--- config.mk ---
export PLATFORM = sky130hd
export DESIGN_NAME = rct_ctrl
export DESIGN_NICKNAME = d
export VERILOG_FILES = /design/src/hdl/rct_pkg.sv /design/src/hdl/rct_ctrl.sv
export SDC_FILE = /design/constraint.sdc
export NUM_CORES = 1
export LEC_CHECK = 0
export ABC_AREA = 1
export CORE_AREA = 2 2 39 41
export DETAILED_ROUTE_END_ITERATION = 16
export DIE_AREA = 0 0 41 43
export DONT_BUFFER_PORTS = 1
export HOLD_SLACK_MARGIN = 0.08
export PLACE_DENSITY_LB_ADDON = 0.1
export SKIP_LAST_GASP = 1
export SYNTH_ARGS = -nofsm -noshare
export SYNTH_HDL_FRONTEND = slang
export SYNTH_SLANG_ARGS = --single-unit
export TNS_END_PERCENT = 100
--- constraint.sdc ---
create_clock -name i_clk -period 1.05 [get_ports i_clk]
set_input_delay 0.1575 -clock i_clk [delete_from_list [all_inputs] [get_ports i_clk]]
set_output_delay 0.1575 -clock i_clk [all_outputs]
set_load 0.02 [all_outputs]
--- src/hdl/rct_pkg.sv ---
// ---------------------------------------------------------------------------
// rct_pkg
// Shared sizes, status codes and the controller/datapath command and
// status bundles of the reference count table.
// ---------------------------------------------------------------------------
`default_nettype none

package rct_pkg;

    // table geometry
    localparam int TABLE_DEPTH = 128;
    localparam int IDX_W       = (TABLE_DEPTH > 1) ? $clog2(TABLE_DEPTH) : 1;
    localparam int USED_W      = $clog2(TABLE_DEPTH + 1);
    localparam int ID_W        = 32;
    localparam int CNT_W       = 16;
    localparam int STATUS_W    = 3;

    localparam logic [CNT_W-1:0] COUNT_MAX = {CNT_W{1'b1}};

    // operation codes
    localparam logic OP_ADD     = 1'b0;
    localparam logic OP_RELEASE = 1'b1;

    // result status codes
    typedef enum logic [STATUS_W-1:0] {
        ST_COUNTED     = 3'd0,
        ST_FREED       = 3'd1,
        ST_ZERO_ID     = 3'd2,
        ST_FULL        = 3'd3,
        ST_NOT_TRACKED = 3'd4
    } t_status;

    // one table entry
    typedef struct packed {
        logic [ID_W-1:0]  id;
        logic [CNT_W-1:0] cnt;
    } t_entry;

    // controller to datapath
    typedef struct packed {
        logic    load;       // capture request fields
        logic    scan_step;  // issue next lookup read, compare previous
        logic    wr_inc;     // saturating increment of the matched slot
        logic    wr_dec;     // decrement of the matched slot
        logic    wr_new;     // append new entry with count one
        logic    rd_last;    // read the last live entry
        logic    wr_move;    // move last entry into the matched slot
        logic    emit;       // load the result register
        t_status emit_status;
    } t_cmd;

    // datapath to controller
    typedef struct packed {
        logic in_id_zero;  // incoming id is zero
        logic is_release;  // captured operation is a release
        logic hit;         // lookup matched this cycle
        logic miss;        // lookup ran past the live entries
        logic full;        // every slot is live
        logic cnt_gt1;     // matched count above one
        logic out_free;    // result register can take a new result
    } t_stat;

endpackage

`default_nettype wire

--- src/hdl/rct_ctrl.sv ---
// ---------------------------------------------------------------------------
// rct_ctrl
// Request sequencer of the reference count table: lookup, update or free,
// then hand the result to the output register.
// ---------------------------------------------------------------------------
`default_nettype none

module rct_ctrl (
    input  wire logic           i_clk,
    input  wire logic           i_rst_n,
    input  wire logic           i_in_valid,
    output logic                o_in_stall,
    input  wire rct_pkg::t_stat i_stat,
    output rct_pkg::t_cmd       o_cmd
);

    typedef enum logic [2:0] {
        S_IDLE,
        S_SCAN,
        S_DECIDE,
        S_MOVE,
        S_EMIT
    } t_state;

    t_state           r_state;
    t_state           n_state;
    rct_pkg::t_status r_status;
    rct_pkg::t_status n_status;

    // next state and commands
    always_comb begin
        n_state  = r_state;
        n_status = r_status;
        o_cmd    = '0;
        o_cmd.emit_status = r_status;
        case (r_state)
            S_IDLE: begin
                if (i_in_valid) begin
                    o_cmd.load = 1'b1;
                    if (i_stat.in_id_zero) begin
                        n_status = rct_pkg::ST_ZERO_ID;
                        n_state  = S_EMIT;
                    end else begin
                        n_state = S_SCAN;
                    end
                end
            end
            S_SCAN: begin
                o_cmd.scan_step = 1'b1;
                if (i_stat.hit) begin
                    n_state = S_DECIDE;
                end else if (i_stat.miss) begin
                    n_state = S_EMIT;
                    if (i_stat.is_release) begin
                        n_status = rct_pkg::ST_NOT_TRACKED;
                    end else if (i_stat.full) begin
                        n_status = rct_pkg::ST_FULL;
                    end else begin
                        o_cmd.wr_new = 1'b1;
                        n_status     = rct_pkg::ST_COUNTED;
                    end
                end
            end
            S_DECIDE: begin
                if (!i_stat.is_release) begin
                    o_cmd.wr_inc = 1'b1;
                    n_status     = rct_pkg::ST_COUNTED;
                    n_state      = S_EMIT;
                end else if (i_stat.cnt_gt1) begin
                    o_cmd.wr_dec = 1'b1;
                    n_status     = rct_pkg::ST_COUNTED;
                    n_state      = S_EMIT;
                end else begin
                    o_cmd.rd_last = 1'b1;
                    n_state       = S_MOVE;
                end
            end
            S_MOVE: begin
                o_cmd.wr_move = 1'b1;
                n_status      = rct_pkg::ST_FREED;
                n_state       = S_EMIT;
            end
            S_EMIT: begin
                if (i_stat.out_free) begin
                    o_cmd.emit = 1'b1;
                    n_state    = S_IDLE;
                end
            end
            default: begin
                n_state = S_IDLE;
            end
        endcase
    end

    // state and status code
    always_ff @(posedge i_clk) begin
        if (!i_rst_n) begin
            r_state  <= S_IDLE;
            r_status <= rct_pkg::ST_COUNTED;
        end else begin
            r_state  <= n_state;
            r_status <= n_status;
        end
    end

    assign o_in_stall = (r_state != S_IDLE);

endmodule

`default_nettype wire

# Word level (Yosys, flattened, before mapping)
# Cells that the tools add are included.
# word_totals
wordCells	53
in_bits	10
register_bits	6
out_inout_bits	12
# op_classes
reduce_logical	5
muxes	35
eq_ne	11
# op_table
op	count
two-way mux 3 bit	14
two-way mux 1 bit	17
one-hot mux 3 bit (5 select lines)	1
one-hot mux 3 bit (4 select lines)	1
inequality test 2 bit, second input constant	5
== test 3 x 2 -> 1 bit, second input constant	2
inequality test 3 bit, second input constant	2
AND reduction 6 bit	1
two-way mux 2 bit	2
nonzero test 4 bit	1
== test 3 x 1 -> 1 bit, second input constant	1
== test 3 bit, second input constant	1
logical NOT 3 bit	1
AND reduction 3 bit	1
nonzero test 3 bit	1

# Depth between registers and ports, before layout
# depth
word_depth	5
mapped_depth	8
ltp_nobuf	8

# Worst setup path before layout
# Ideal clock, no wire load.
# synth_timing
path_kind	register -> output
from	register r_state[0]
to	output o_cmd[6] (netlist bit)
path_stages_with_launch	5
required_ns	0.892
path_buffers	0
slack_ns	-0.408
arrival_ns	1.300
path_cell_list	dfxtp_1 > inv_1 > nor2_2 > nand3_1 > nor4_1
# synth_rtl
element	line	rtl
start: declaration	rct_ctrl.sv:25	t_state r_state;
start signal: assignment	rct_ctrl.sv:101	r_state <= n_state;
end: declaration	rct_ctrl.sv:14	output rct_pkg::t_cmd o_cmd

==> metrics <==
final setup vio count=15; dpl hpwl=933 um; placement-stage cell area=around 630 um^2; Sink Count=6; # H-tree levels=1; Crit Path Category=reg -> out; vias per std cell=4.59; area leader, netlist=dfxtp_1; routed wire length=1390 um; initial antenna violation count=0; chip height=43 um; Post-Synthesis Net Count=between 70 and 80; simple-gate share of the synthesized area=47.8%; gr usage total=between 10% and 20%; Iteration-0 DRC Markers=1; hold crit path type=in -> reg; top cells by count, synth=inv_1, nor2_1, nand2_1; CP startpoint kind=flip-flop; RSZ-0062 raised after global routing=true; main area contributors after synthesis=dfxtp_1, inv_1, nor2_1; worst clock skew=3.53 ps; post-synthesis sequential area ratio=about 30%; Top FF cell, synth=dfxtp_1; IO buf count=0; core footprint=between 0.001 and 0.0015 mm^2; # Max-Cap Violations=0; Post-synth ARST share=0%; Die W=41 um; overall power=0.00142 W; multiplexer share of the synthesized area=0%; CP Capture Type=primary output; worst rel slew slack=82.3%; CTS tree=built; Min Hold Slack=about 130 ps; routed length per placed instance=11.7 um; mapped cell area=403 um^2; count of cell types in the netlist=15; status=finished with violations; clk_lat worst skew=roughly 250 ps; Worst Path Arrival=roughly 1200 ps; ant diodes=0; Routed Antenna Nets=0; layout cell share with drive strength beyond 1=63.1%; pin count of the biggest net entering global routing=7; xor-xnor portion of the synthesized cell area=0%; Static Leak=0.420 nW; fillers=122; area of the multi-input gates=395 um^2; Synth top area share=29.8%; Tcrit/Tclk final=128%; # rows=14; CTS max path bufs=2; drt pass-1 iters=2; Final Hold Viols=0; Post-Synth Adder-Cell Area=0%; violated checks=negative setup slack; fmax=745 MHz; Ports=22; P per Cell Area=between 1500 and 2000 mW/mm^2; Post-Syn Area per Cell=5.92 um^2; EDFF count, synth=0; first-pass GRT wire length=2080 um; largest family of logic cells by synthesized area=simple AND/OR/NAND/NOR gates; die area=0.00176 mm^2; DRC=0; CTS Root Cell=clkbuf_4; compound-gate portion of the synthesized area=9.32%; Area Overhead vs Synth=126%; final setup margin=-293 ps; Register Area=about 130 um^2; # nets final=~110; RD Place Congestion=0.718; DR vias=546; global route total overflow=0; Final Instance Area=912 um^2; Slew Viols, Final=0; Num CTS Buffers=3; Least-Margin Pin Slew=265 ps; CP required=a little under 900 ps; Clk pin slew, worst setup/hold paths=around 50 ps; Yosys reg bits=6; fin crit period=between 1000 and 1500 ps; Syn Inst Count=68; vias in the first global route=530; Starting Density=29.1%; setup_tns=-3010 ps; final core area utilization=65.9%; Max VDD drop=~0.86 mV; yosys warns=0; Crit Path Max Fanout=4
[cells in the final DEF (no fill, tap or decap), types with 2 or more instances in the layout]
master	n
dlygate4sd3_1	2
buf_4	21
nand3_4	2
nand2_1	8
clkbuf_4	3
nor4_4	2
inv_1	10
a21oi_1	3
inv_4	2
nor2_4	8
dfxtp_4	3
nand2_4	2
a21oi_2	2
dfxtp_1	3
nor2_1	7
nand2_2	2
nand3_1	2
nand3_2	4
buf_6	7
[worst max-delay path: stages (launching register included)]
cell,delay (ps)
dfxtp_4,370
buf_4,140
nor4_4,250
buf_4,180
[layer usage]
metal	track usage, %	part of all wire [%]	up-vias
met4	10.0	1.4	0
met3	2.09	3.4	2
li1	-	-	288
met2	26.6	49	12
met5	0	0	-
met1	22.7	46	244
[cell families (layout without fill, tap and decap cells)]
logic type,Yosys count,count (layout)
and+or+nand+nor,41,41
buffers and inverters,14,49
DFF,6,6
AOI/OAI and AO/OA,7,7
[sequential cells by signal (all words and copies together) (netlist names)]
name / cells
r_state: 3
r_status: 3
[per-stage QoR]
stage | setup slack [ps] | instances
after floorplan | -43.9 | 68
after detailed placement | -131 | 102
after CTS | -307 | 115
after global placement | -143 | 102
after global routing | -361 | 119
final | -293 | 119
[report_power, final]
group	switching, W	internal [W]	leakage [nW]
Combinational	0.000439	0.000382	0.353
Clock	0.0000961	0.000145	0.0150
Sequential	0.0000754	0.000284	0.0514
Total	0.000610	0.000810	0.420
[layout make-up]
cell class                 count  area share (%)
inverter                      14            6.86
timing repair buffer          31            30.3
sequential                     6            14.4
tap                           16            2.19
multi-input combinational     48            43.3
clock buffer                   4            2.88
[path summary, 6_finish.rpt]
kind                from     endpoint  slack (ps)  depth (start not counted)
max           r_state[1]     o_cmd[3]        -290                          3
max reg2reg   r_state[0]  r_status[0]        -200                          8
min            i_stat[6]   r_state[0]         130                          3
min reg2reg  r_status[1]  r_status[1]         530                          4
[what timing repair did]
| action | CTS | global route |
|---|---|---|
| buffers inserted | 7 | 4 |
| hold buffers | 2 | 0 |
| endpoints found under the hold margin | 6 | 0 |
| gates resized for setup | 18 | 20 |
| pin swaps | 4 | 11 |
| endpoints found under the setup margin | 15 | 15 |
Note: power is estimated with default switching activity, not from simulation.
